--- src/rtl/core/gcar_pkg.sv ---
package gcar_pkg;

  localparam int MAX_ENTRIES_DEF = 16;
  localparam int CODE_W          = 21;
  localparam int PRIO_W          = 16;
  localparam int CFG_W           = 5;
  localparam int SLOT_W          = 4;
  localparam int STATUS_W        = 2;
  localparam int ENTRIES_RESET   = 16;

  localparam logic [PRIO_W-1:0] PRIO_TOP = 16'hffff;

  typedef enum logic [STATUS_W-1:0] {
    ST_HIT    = 2'd0,
    ST_FILLED = 2'd1,
    ST_FAILED = 2'd2
  } status_t;

  typedef enum logic [2:0] {
    S_IDLE,
    S_SCAN,
    S_DECIDE,
    S_AGE,
    S_RESP,
    S_CLEAR
  } state_t;

  typedef struct packed {
    logic [CODE_W-1:0] char_code;
    logic              glyph_available;
  } in_t;

  typedef struct packed {
    status_t           status;
    logic [SLOT_W-1:0] slot;
  } out_t;

endpackage

--- src/rtl/core/gcar_ram.sv ---
module gcar_ram #(
  parameter int WIDTH = 8,
  parameter int DEPTH = 16,
  localparam int AW   = (DEPTH > 1) ? $clog2(DEPTH) : 1
) (
  input  logic             clk,
  input  logic             we,
  input  logic [AW-1:0]    waddr,
  input  logic [WIDTH-1:0] wdata,
  input  logic [AW-1:0]    raddr,
  output logic [WIDTH-1:0] rdata
);

  logic [WIDTH-1:0] mem [DEPTH];

  always_ff @(posedge clk) begin
    if (we) begin
      mem[waddr] <= wdata;
    end
    rdata <= mem[raddr];
  end

endmodule

--- src/rtl/core/glyph_cache_aging_replacement.sv ---
// One request is in flight at a time: a new beat is taken only once the previous
// result has been loaded into the output register and the block is back in idle.
// Each request sweeps the slots in use through the single read port of the tag and
// priority stores for the tag/minimum search; a hit or a fill then makes a
// read-modify-write sweep to age the priorities, which a failed request skips.
// Reset (rst_n, synchronous): a clearing pass zeroes tags and priorities slot by slot
// with in_ready low, slots in use returns to 16, no result pending.
module glyph_cache_aging_replacement #(
  parameter int MAX_ENTRIES = gcar_pkg::MAX_ENTRIES_DEF
) (
  input  logic                         clk,
  input  logic                         rst_n,
  input  logic                         in_valid,
  output logic                         in_ready,
  input  gcar_pkg::in_t                in_data,
  output logic                         out_valid,
  input  logic                         out_ready,
  output gcar_pkg::out_t               out_data,
  input  logic                         cfg_we,
  input  logic [gcar_pkg::CFG_W-1:0]   cfg_wdata
);

  localparam int IDX_W = (MAX_ENTRIES > 1) ? $clog2(MAX_ENTRIES) : 1;
  localparam int CNT_W = $clog2(MAX_ENTRIES + 1);

  gcar_pkg::state_t                  state_r, state_nxt;
  logic [CNT_W-1:0]                  cnt_r, cnt_nxt;
  logic                              pend_r, pend_nxt;
  logic [IDX_W-1:0]                  pend_idx_r, pend_idx_nxt;
  logic [gcar_pkg::CODE_W-1:0]       code_r, code_nxt;
  logic                              avail_r, avail_nxt;
  logic                              hit_r, hit_nxt;
  logic [IDX_W-1:0]                  match_idx_r, match_idx_nxt;
  logic [gcar_pkg::PRIO_W-1:0]       min_r, min_nxt;
  logic [IDX_W-1:0]                  min_idx_r, min_idx_nxt;
  logic [IDX_W-1:0]                  chosen_r, chosen_nxt;
  gcar_pkg::status_t                 status_r, status_nxt;
  logic                              out_valid_r, out_valid_nxt;
  gcar_pkg::out_t                    out_data_r, out_data_nxt;
  logic [gcar_pkg::CFG_W-1:0]        ent_r, ent_nxt;

  logic [CNT_W-1:0]                  n_w;
  logic [IDX_W-1:0]                  rd_addr;
  logic                              issue;
  logic                              tag_we;
  logic [IDX_W-1:0]                  tag_waddr;
  logic [gcar_pkg::CODE_W-1:0]       tag_wdata;
  logic                              pri_we;
  logic [IDX_W-1:0]                  pri_waddr;
  logic [gcar_pkg::PRIO_W-1:0]       pri_wdata;
  logic [gcar_pkg::CODE_W-1:0]       tag_rdata;
  logic [gcar_pkg::PRIO_W-1:0]       pri_rdata;

  gcar_ram #(
    .WIDTH (gcar_pkg::CODE_W),
    .DEPTH (MAX_ENTRIES)
  ) u_tag_ram (
    .clk   (clk),
    .we    (tag_we),
    .waddr (tag_waddr),
    .wdata (tag_wdata),
    .raddr (rd_addr),
    .rdata (tag_rdata)
  );

  gcar_ram #(
    .WIDTH (gcar_pkg::PRIO_W),
    .DEPTH (MAX_ENTRIES)
  ) u_pri_ram (
    .clk   (clk),
    .we    (pri_we),
    .waddr (pri_waddr),
    .wdata (pri_wdata),
    .raddr (rd_addr),
    .rdata (pri_rdata)
  );

  // Clamp slots in use to 1..MAX_ENTRIES.
  always_comb begin
    if (ent_r == '0) begin
      n_w = CNT_W'(1);
    end else if (int'(ent_r) > MAX_ENTRIES) begin
      n_w = CNT_W'(MAX_ENTRIES);
    end else begin
      n_w = CNT_W'(ent_r);
    end
  end

  assign rd_addr = cnt_r[IDX_W-1:0];
  assign issue   = ((state_r == gcar_pkg::S_SCAN) || (state_r == gcar_pkg::S_AGE)) &&
                   (cnt_r < n_w);

  always_comb begin
    state_nxt     = state_r;
    cnt_nxt       = cnt_r;
    pend_nxt      = pend_r;
    pend_idx_nxt  = pend_idx_r;
    code_nxt      = code_r;
    avail_nxt     = avail_r;
    hit_nxt       = hit_r;
    match_idx_nxt = match_idx_r;
    min_nxt       = min_r;
    min_idx_nxt   = min_idx_r;
    chosen_nxt    = chosen_r;
    status_nxt    = status_r;
    out_valid_nxt = out_valid_r;
    out_data_nxt  = out_data_r;
    ent_nxt       = ent_r;
    tag_we        = 1'b0;
    tag_waddr     = min_idx_r;
    tag_wdata     = code_r;
    pri_we        = 1'b0;
    pri_waddr     = pend_idx_r;
    pri_wdata     = '0;

    if (out_valid_r && out_ready) begin
      out_valid_nxt = 1'b0;
    end
    if (cfg_we) begin
      ent_nxt = cfg_wdata;
    end

    case (state_r)
      gcar_pkg::S_CLEAR: begin
        // Zero one slot of each store per cycle after reset.
        tag_we    = 1'b1;
        tag_waddr = cnt_r[IDX_W-1:0];
        tag_wdata = '0;
        pri_we    = 1'b1;
        pri_waddr = cnt_r[IDX_W-1:0];
        pri_wdata = '0;
        if (cnt_r == CNT_W'(MAX_ENTRIES - 1)) begin
          cnt_nxt   = '0;
          state_nxt = gcar_pkg::S_IDLE;
        end else begin
          cnt_nxt = cnt_r + 1'b1;
        end
      end
      gcar_pkg::S_IDLE: begin
        if (in_valid) begin
          code_nxt      = in_data.char_code;
          avail_nxt     = in_data.glyph_available;
          cnt_nxt       = '0;
          pend_nxt      = 1'b0;
          hit_nxt       = 1'b0;
          match_idx_nxt = '0;
          min_nxt       = gcar_pkg::PRIO_TOP;
          min_idx_nxt   = '0;
          state_nxt     = gcar_pkg::S_SCAN;
        end
      end
      gcar_pkg::S_SCAN: begin
        pend_nxt     = issue;
        pend_idx_nxt = rd_addr;
        if (issue) begin
          cnt_nxt = cnt_r + 1'b1;
        end
        // Later slots win on both the tag match and the minimum tie.
        if (pend_r) begin
          if (tag_rdata == code_r) begin
            hit_nxt       = 1'b1;
            match_idx_nxt = pend_idx_r;
          end
          if (pri_rdata <= min_r) begin
            min_nxt     = pri_rdata;
            min_idx_nxt = pend_idx_r;
          end
        end
        if (!issue && !pend_r) begin
          state_nxt = gcar_pkg::S_DECIDE;
        end
      end
      gcar_pkg::S_DECIDE: begin
        cnt_nxt  = '0;
        pend_nxt = 1'b0;
        if (hit_r) begin
          chosen_nxt = match_idx_r;
          status_nxt = gcar_pkg::ST_HIT;
          state_nxt  = gcar_pkg::S_AGE;
        end else if (!avail_r) begin
          chosen_nxt = '0;
          status_nxt = gcar_pkg::ST_FAILED;
          state_nxt  = gcar_pkg::S_RESP;
        end else begin
          tag_we     = 1'b1;
          chosen_nxt = min_idx_r;
          status_nxt = gcar_pkg::ST_FILLED;
          state_nxt  = gcar_pkg::S_AGE;
        end
      end
      gcar_pkg::S_AGE: begin
        pend_nxt     = issue;
        pend_idx_nxt = rd_addr;
        if (issue) begin
          cnt_nxt = cnt_r + 1'b1;
        end
        // Write back slot read last cycle while the next one is read.
        if (pend_r) begin
          pri_we    = 1'b1;
          pri_wdata = (pend_idx_r == chosen_r) ? gcar_pkg::PRIO_TOP : (pri_rdata - 1'b1);
        end
        if (!issue && !pend_r) begin
          state_nxt = gcar_pkg::S_RESP;
        end
      end
      gcar_pkg::S_RESP: begin
        if (!out_valid_r || out_ready) begin
          out_valid_nxt       = 1'b1;
          out_data_nxt.status = status_r;
          out_data_nxt.slot   = gcar_pkg::SLOT_W'(chosen_r);
          state_nxt           = gcar_pkg::S_IDLE;
        end
      end
      default: begin
        state_nxt = gcar_pkg::S_IDLE;
      end
    endcase
  end

  always_ff @(posedge clk) begin
    if (!rst_n) begin
      state_r     <= gcar_pkg::S_CLEAR;
      cnt_r       <= '0;
      pend_r      <= 1'b0;
      hit_r       <= 1'b0;
      out_valid_r <= 1'b0;
      ent_r       <= gcar_pkg::CFG_W'(gcar_pkg::ENTRIES_RESET);
    end else begin
      state_r     <= state_nxt;
      cnt_r       <= cnt_nxt;
      pend_r      <= pend_nxt;
      hit_r       <= hit_nxt;
      out_valid_r <= out_valid_nxt;
      ent_r       <= ent_nxt;
    end
    pend_idx_r  <= pend_idx_nxt;
    code_r      <= code_nxt;
    avail_r     <= avail_nxt;
    match_idx_r <= match_idx_nxt;
    min_r       <= min_nxt;
    min_idx_r   <= min_idx_nxt;
    chosen_r    <= chosen_nxt;
    status_r    <= status_nxt;
    out_data_r  <= out_data_nxt;
  end

  assign in_ready  = (state_r == gcar_pkg::S_IDLE);
  assign out_valid = out_valid_r;
  assign out_data  = out_data_r;

  a_fail_slot_zero: assert property (@(posedge clk) disable iff (!rst_n)
    out_valid_r |-> (out_data_r.status != gcar_pkg::ST_FAILED || out_data_r.slot == '0))
    else $error("failed result carries a nonzero slot");

  a_accept_scan: assert property (@(posedge clk) disable iff (!rst_n)
    (in_valid && in_ready) |=> (state_r == gcar_pkg::S_SCAN))
    else $error("accepted beat did not start the tag scan");

  a_scan_no_write: assert property (@(posedge clk) disable iff (!rst_n)
    (state_r == gcar_pkg::S_SCAN) |-> (!tag_we && !pri_we))
    else $error("store written during the search sweep");

  a_tag_fill: assert property (@(posedge clk) disable iff (!rst_n)
    tag_we |-> ((state_r == gcar_pkg::S_CLEAR) ||
                (state_r == gcar_pkg::S_DECIDE && !hit_r && avail_r)))
    else $error("tag written outside a filled miss");

endmodule
--- config.mk ---
export PLATFORM = sky130hd
export DESIGN_NAME = glyph_cache_aging_replacement
export DESIGN_NICKNAME = d
export VERILOG_FILES = /design/src/rtl/core/gcar_pkg.sv /design/src/rtl/core/gcar_ram.sv /design/src/rtl/core/glyph_cache_aging_replacement.sv
export SDC_FILE = /design/constraint.sdc
export NUM_CORES = 1
export LEC_CHECK = 0
export ABC_AREA = 1
export ABC_CLOCK_PERIOD_IN_PS = 3800
export BUFFER_PORTS_ARGS = -buffer_cell sky130_fd_sc_hd__buf_4
export CAP_MARGIN = 20
export CORE_ASPECT_RATIO = 1.75
export CORE_MARGIN = 3
export CORE_UTILIZATION = 45
export DETAILED_ROUTE_END_ITERATION = 10
export HOLD_SLACK_MARGIN = 0.12
export MAX_ROUTING_LAYER = met4
export PLACE_DENSITY = 0.57
export SKIP_CTS_REPAIR_TIMING = 1
export SYNTH_ARGS = -nofsm -noshare
export SYNTH_HDL_FRONTEND = slang
export SYNTH_HIERARCHICAL = 1
export SYNTH_SLANG_ARGS = --single-unit
--- constraint.sdc ---
create_clock -name clk -period 3.8 [get_ports clk]
set_input_delay 0.19 -clock clk [delete_from_list [all_inputs] [get_ports clk]]
set_output_delay 0.19 -clock clk [all_outputs]
set_load 0.01 [all_outputs]
==> out/qor.yml, run 1 <==
status:
  outcome: "finished clean"
cts:
  clockBufferDepth: 3
  cts_max_level: 3
  cts.sinks: 707
  clkTransAtPathRegs_ns: 0.06
  tritoncts: "yes"
  cts_root_buf: "clkbuf_16"
  clkLatencyLatePin_ns: 0.61
  cts_made_buffers: 66
routing:
  drt_iter0_drc: 1412
  via_count: 20800
  route.detailed.drc: 0
  firstDrtPassIters: 7
  avgRoutedWirePerCell_um: 19.7
  vias_per_cell: 5.04
  drt_wl_total_um: 81200
  antenna_left: 0
timing:
  finalSetupViolCount: 0
  tns_ns: 0
  worstMarginPinSlew_ns: 1.07
  holdWs_ns: 0.304
  max_freq_ghz: 0.342
  drv_slew: 0
  finalCritPeriodShare_pct: 76.9
  finalHoldViolations: 0
  rsz0062_at_grt: "no"
  layout_setup_ws_ns: 0.879
  period_needed_ns: 2.92
  slew_headroom_pct: 28.6
  finClkSkew_ns: 0.0268
final_layout:
  stdcell_count: 4125
  drive_above_1_share_pct: 8.43
  area_delta_synth_final_pct: 12.8
  nets: 3232
pwr:
  p_leak_nw: 15.3
  ir_drop_uv: 434
  power_density_nw_per_um2: 733
synthesis:
  ys_types: 43
  synth_edf_count: 654
  syn_area_um2: 31000
  synth_top_area_share_pct: 63.4
  synth.ff_latch_count: 707
  syn_area_per_cell_um2: 10.1
  ys_seq_area_share_pct: 66.8
  synthFlopType: "edfxtp_1"
  yosys-top-cells-area: "edfxtp_1 (63%), nand2_1 (11%), nand3_1 (7.5%)"
  yosysWarningCount: 6
  syn-num-nets: 3138
  synth-async-reset-ratio_pct: 0
  synth_top_area_cell: "edfxtp_1"
  netlist_instances: 3082
global_routing:
  grt_pass1_vias: 20700
  grt-ovfl-total: 0
  grt_max_degree: 89
  grt_usage_pct: 23.2
  antenna_found_initial: 1
  grt_pass1_wl_um: 122000
worst_hold_path:
  hold_class: "in -> reg"
  whs_path_depth: 2
critical_path:
  critPathRequiredTime_ns: 4.28
  crit_arrival_ns: 3.40
  crit_fanout: 57
  crit_path_end_kind: "flop"
  r2r_cells: 9
  cp-start-kind: "flop"
  path_class: "reg -> reg"
flow_run:
  maxCapViolCount: 0
placement:
  gp_congestion: 0.917
  placed_cells: 3961
  dp_slack_ns: 1.12
  dp_hpwl_um: 48500
  portBuffers: 39
floorplan:
  rows: 126
  io_pins: 40
  dieArea_um2: 72200
  fp.dieH_um: 353
  core_um2: 67800
  die_x_um: 204
  initial_core_util_pct: 45.7
## worst max-delay path, stage by stage, from the launching register on
cell	delay, ns
dfxtp_4	0.63
buf_4	0.66
ha_1	0.26
a21oi_1	0.06
o21a_1	0.18
nand3_1	0.18
nand2_1	0.11
nand2_1	0.06
o211ai_1	0.09
dlygate4sd3_1	0.56
## synthesized netlist by cell type, types with 5 or more instances
cell        n
nand3_1   463
inv_1     580
xor2_1      7
edfxtp_1  654
dfxtp_1    53
clkbuf_1   23
nand2_2     7
ha_1       24
buf_2      57
nor2_1    107
nand2_1   948
buf_4      25
inv_2      11
nor2_2      5
a21oi_1    25
buf_6      15
o21ai_0    33
## layout make-up
type | count | area [µm²]
fill | 6032 | 32800
sequential | 707 | 20700
multi-input combinational | 1656 | 7390
inverter | 593 | 2230
clock buffer | 97 | 1910
timing repair buffer | 152 | 1400
tap | 896 | 1120
clock inverter | 21 | 183
antenna | 3 | 7.51
## power by group
group	internal, W	switching (W)	total (W)
clock	0.00370	0.00279	0.00649
combinational	0.00219	0.00598	0.00817
sequential	0.0104	0.000533	0.0109
total	0.0163	0.00931	0.0256
## path summary, 6_finish.rpt
path	start	endpoint	slack [ns]
worst max-delay path	cnt_r[1]$_SDFFE_PN0P_	state_r[0]$_SDFFE_PN1P_	0.88
worst min-delay path	in_data[14]	code_r[13]$_DFFE_PP_	0.30
worst max register to register	cnt_r[1]$_SDFFE_PN0P_	state_r[0]$_SDFFE_PN1P_	0.88
worst min register to register	status_r[0]$_SDFFCE_PP0P_	out_data[4]$_DFFE_PP_	0.46
## kinds of logic after synthesis
| logic type | Yosys count | synth area share, % |
|---|---|---|
| adders and majority gates | 24 | 0.969 |
| xor gates and xnor gates | 10 | 0.283 |
| buffers and inverters | 719 | 9.66 |
| AOI/OAI and AO/OA | 75 | 1.35 |
| DFF | 707 | 66.8 |
| and+or+nand+nor | 1547 | 20.9 |
## sequential cells by signal (all words and copies together) (netlist names)
register         flops
u_pri_ram/rdata     16
u_pri_ram/mem      256
chosen_r             4
state_r              3
status_r             2
code_r              21
ent_r                5
cnt_r                5
hit_r                1
pend_r               1
out_data             6
u_tag_ram/mem      336
min_idx_r            4
out_valid            1
u_tag_ram/rdata     21
pend_idx_r           4
min_r               16
avail_r              1
match_idx_r          4
## stage by stage
stage	area (µm²)	util, %	power [W]
2_1_floorplan	31000	-	0.0165
3_3_place_gp	32400	47.7	0.0191
3_5_place_dp	32400	47.8	0.0193
4_1_cts	34500	50.9	0.0258
5_1_grt	34900	51.6	0.0271
6_report	34900	51.6	0.0256
## per-layer routing
layer / up-vias / global-route usage (%) / routed length [µm]
li1: 10100 / - / -
met1: 10000 / 24.4 / 29700
met2: 503 / 43.4 / 45100
met3: 176 / 2.63 / 2960
met4: 0 / 10.1 / 3510
met5: - / - / 0
## cell usage in the layout, fill, tap and decap left out, drive strengths merged, types with 2 or more instances in the layout
cell,n
ha,24
a31oi,4
nand3,464
inv,593
o211ai,2
o21a,3
dfxtp,53
clkinv,17
clkbuf,97
or2,2
a21oi,25
diode,3
xnor2,3
nand3b,4
dlygate4sd3,41
nor3,4
nor2,113
nand4,2
buf,111
o21ai,38
edfxtp,654
bufinv,3
nand2,955
xor2,7
Note: power is estimated with default switching activity, not from simulation.
==> run 2: changes to the inputs <==
Settings changed: ABC_CLOCK_PERIOD_IN_PS 3800 to 2790.
Clock period 3.8 ns to 2.79 ns, I/O delays scaled along.
==> run 2 against run 1 <==
Against the previous run:
- largest cell class unchanged
- die area unchanged
- highest routed layer unchanged
- first-iteration DRC count rose by 1.6%
- clock-buffer cell count fell by 5
- clock skew shrank 0.0035 ns
- largest power group unchanged
- cell count increased by 0.70%
- utilization increased by 0.41 points
- non-clock buffer count increased by 28
- hold slack worse by 0.055 ns
- final area increased by 0.79%
- critical path type unchanged
==> out/qor.yml, run 2 (synthesized netlist as in run 1, its figures left out) <==
timing:
  rsz0062_at_grt: "no"
  worstMarginPinSlew_ns: 0.843
  finalHoldViolations: 0
  period_needed_ns: 2.56
  finalCritPeriodShare_pct: 91.7
  tns_ns: 0
  slew_headroom_pct: 43.8
  max_freq_ghz: 0.391
  finalSetupViolCount: 0
  layout_setup_ws_ns: 0.233
  finClkSkew_ns: 0.0233
  drv_slew: 0
global_routing:
  grt_pass1_wl_um: 126000
  antenna_found_initial: 3
  grt-ovfl-total: 0
  grt_max_degree: 95
  grt_pass1_vias: 21000
  grt_usage_pct: 24.2
routing:
  route.detailed.drc: 0
  via_count: 21100
  vias_per_cell: 5.07
  antenna_left: 0
  avgRoutedWirePerCell_um: 20.5
  drt_wl_total_um: 85100
  drt_iter0_drc: 1435
  firstDrtPassIters: 5
cts:
  cts_made_buffers: 66
  clkTransAtPathRegs_ns: 0.07
  cts_root_buf: "clkbuf_16"
  tritoncts: "yes"
  clkLatencyLatePin_ns: 0.62
  cts.sinks: 707
  clockBufferDepth: 3
  cts_max_level: 3
critical_path:
  cp_num_buf_inv: 3
  crit_fanout: 21
  crit_path_frequent_cell: "nor2_2"
  path_class: "reg -> reg"
  cp-start-kind: "flop"
  crit_arrival_ns: 2.83
  path_depth: 9
  crit_chain: "inv_2 > nor2_2 > nand2_2 > inv_1 > nand2_1 > o21ai_0 > nand3b_1 > nor2_2 > buf_4"
  r2r_start: "state_r[0]$_SDFFE_PN1P_"
  reg2reg_slack_ns: 0.23
  crit_path_end_kind: "flop"
  crit_family: "simple AND/OR/NAND/NOR gates"
  cpPeakStageDelay_ns: 0.43
  r2r_cells: 9
  r2r-end: "u_tag_ram/mem[7][1]$_DFFE_PP_"
  cp_slowest_cell: "dfxtp_1"
  critPathRequiredTime_ns: 3.06
final_layout:
  largest_registers: "u_tag_ram/mem x336, u_pri_ram/mem x256"
  drive_above_1_share_pct: 9.40
  top_register: "u_tag_ram/mem"
  largest_register_ffs: 336
  final_util_pct: 52.0
  mostFrequentLayoutCells: "nand2_1 (948), edfxtp_1 (654), inv_1 (580)"
  nets: 3260
  area_delta_synth_final_pct: 13.7
  final_common_cell: "nand2_1"
floorplan:
  fp.dieH_um: 353
  initial_core_util_pct: 45.7
  die_x_um: 204
  rows: 126
  dieArea_um2: 72200
  io_pins: 40
  core_um2: 67800
worst_hold_path:
  whs_path_depth: 2
  hold_path_end: "code_r[5]$_DFFE_PP_"
  hold_class: "in -> reg"
  worstHoldStart: "in_data[6]"
pwr:
  ir_drop_uv: 588
  power_density_nw_per_um2: 1010
  p_leak_nw: 15.5
  power.total_w: 0.0355
placement:
  portBuffers: 39
  dp_slack_ns: 0.269
  dp_hpwl_um: 58100
  gp_congestion: 0.994
status:
  outcome: "finished clean"
flow_run:
  maxCapViolCount: 0
-- run 2: layout make-up --
class,instances,area [µm²]
multi-input combinational,1656,7390
fill,6152,32600
antenna,1,2.50
clock buffer,92,1870
inverter,593,2230
tap,896,1120
clock inverter,29,319
timing repair buffer,180,1590
sequential,707,20700
-- run 2: report_power, final --
| group | leakage, nW | internal (W) | switching (W) |
|---|---|---|---|
| sequential | 6.23 | 0.0142 | 0.000787 |
| combinational | 8.21 | 0.00312 | 0.00820 |
| clock | 1.06 | 0.00527 | 0.00392 |
| total | 15.5 | 0.0226 | 0.0129 |
-- run 2: worst max path at each step --
stage,startpoint,to,slack [ns]
2_1_floorplan,state_r[1]$_SDFFE_PN0P_,u_tag_ram/mem[12][0]$_DFFE_PP_,0.11
3_3_place_gp,state_r[0]$_SDFFE_PN1P_,u_tag_ram/mem[7][20]$_DFFE_PP_,0.33
3_5_place_dp,state_r[0]$_SDFFE_PN1P_,u_tag_ram/mem[4][17]$_DFFE_PP_,0.27
4_1_cts,state_r[0]$_SDFFE_PN1P_,u_tag_ram/mem[4][2]$_DFFE_PP_,0.26
5_1_grt,state_r[0]$_SDFFE_PN1P_,u_tag_ram/mem[4][2]$_DFFE_PP_,0.05
6_report,state_r[0]$_SDFFE_PN1P_,u_tag_ram/mem[7][1]$_DFFE_PP_,0.23
-- run 2: metrics by stage --
stage          instances  hold WS [ns]  cell area (µm²)
2_1_floorplan       3082         0.238            31000
3_3_place_gp        3992         0.318            32600
3_5_place_dp        3992         0.319            32600
4_1_cts             4113        -0.335            34800
5_1_grt             4153         0.241            35200
6_report            4154         0.249            35200
-- run 2: routing by layer --
| metal | global-route usage (%) | wire [µm] |
|---|---|---|
| met5 | - | 0 |
| met4 | 15.0 | 5870 |
| met3 | 2.62 | 3290 |
| met2 | 44.3 | 46600 |
| met1 | 24.4 | 29400 |
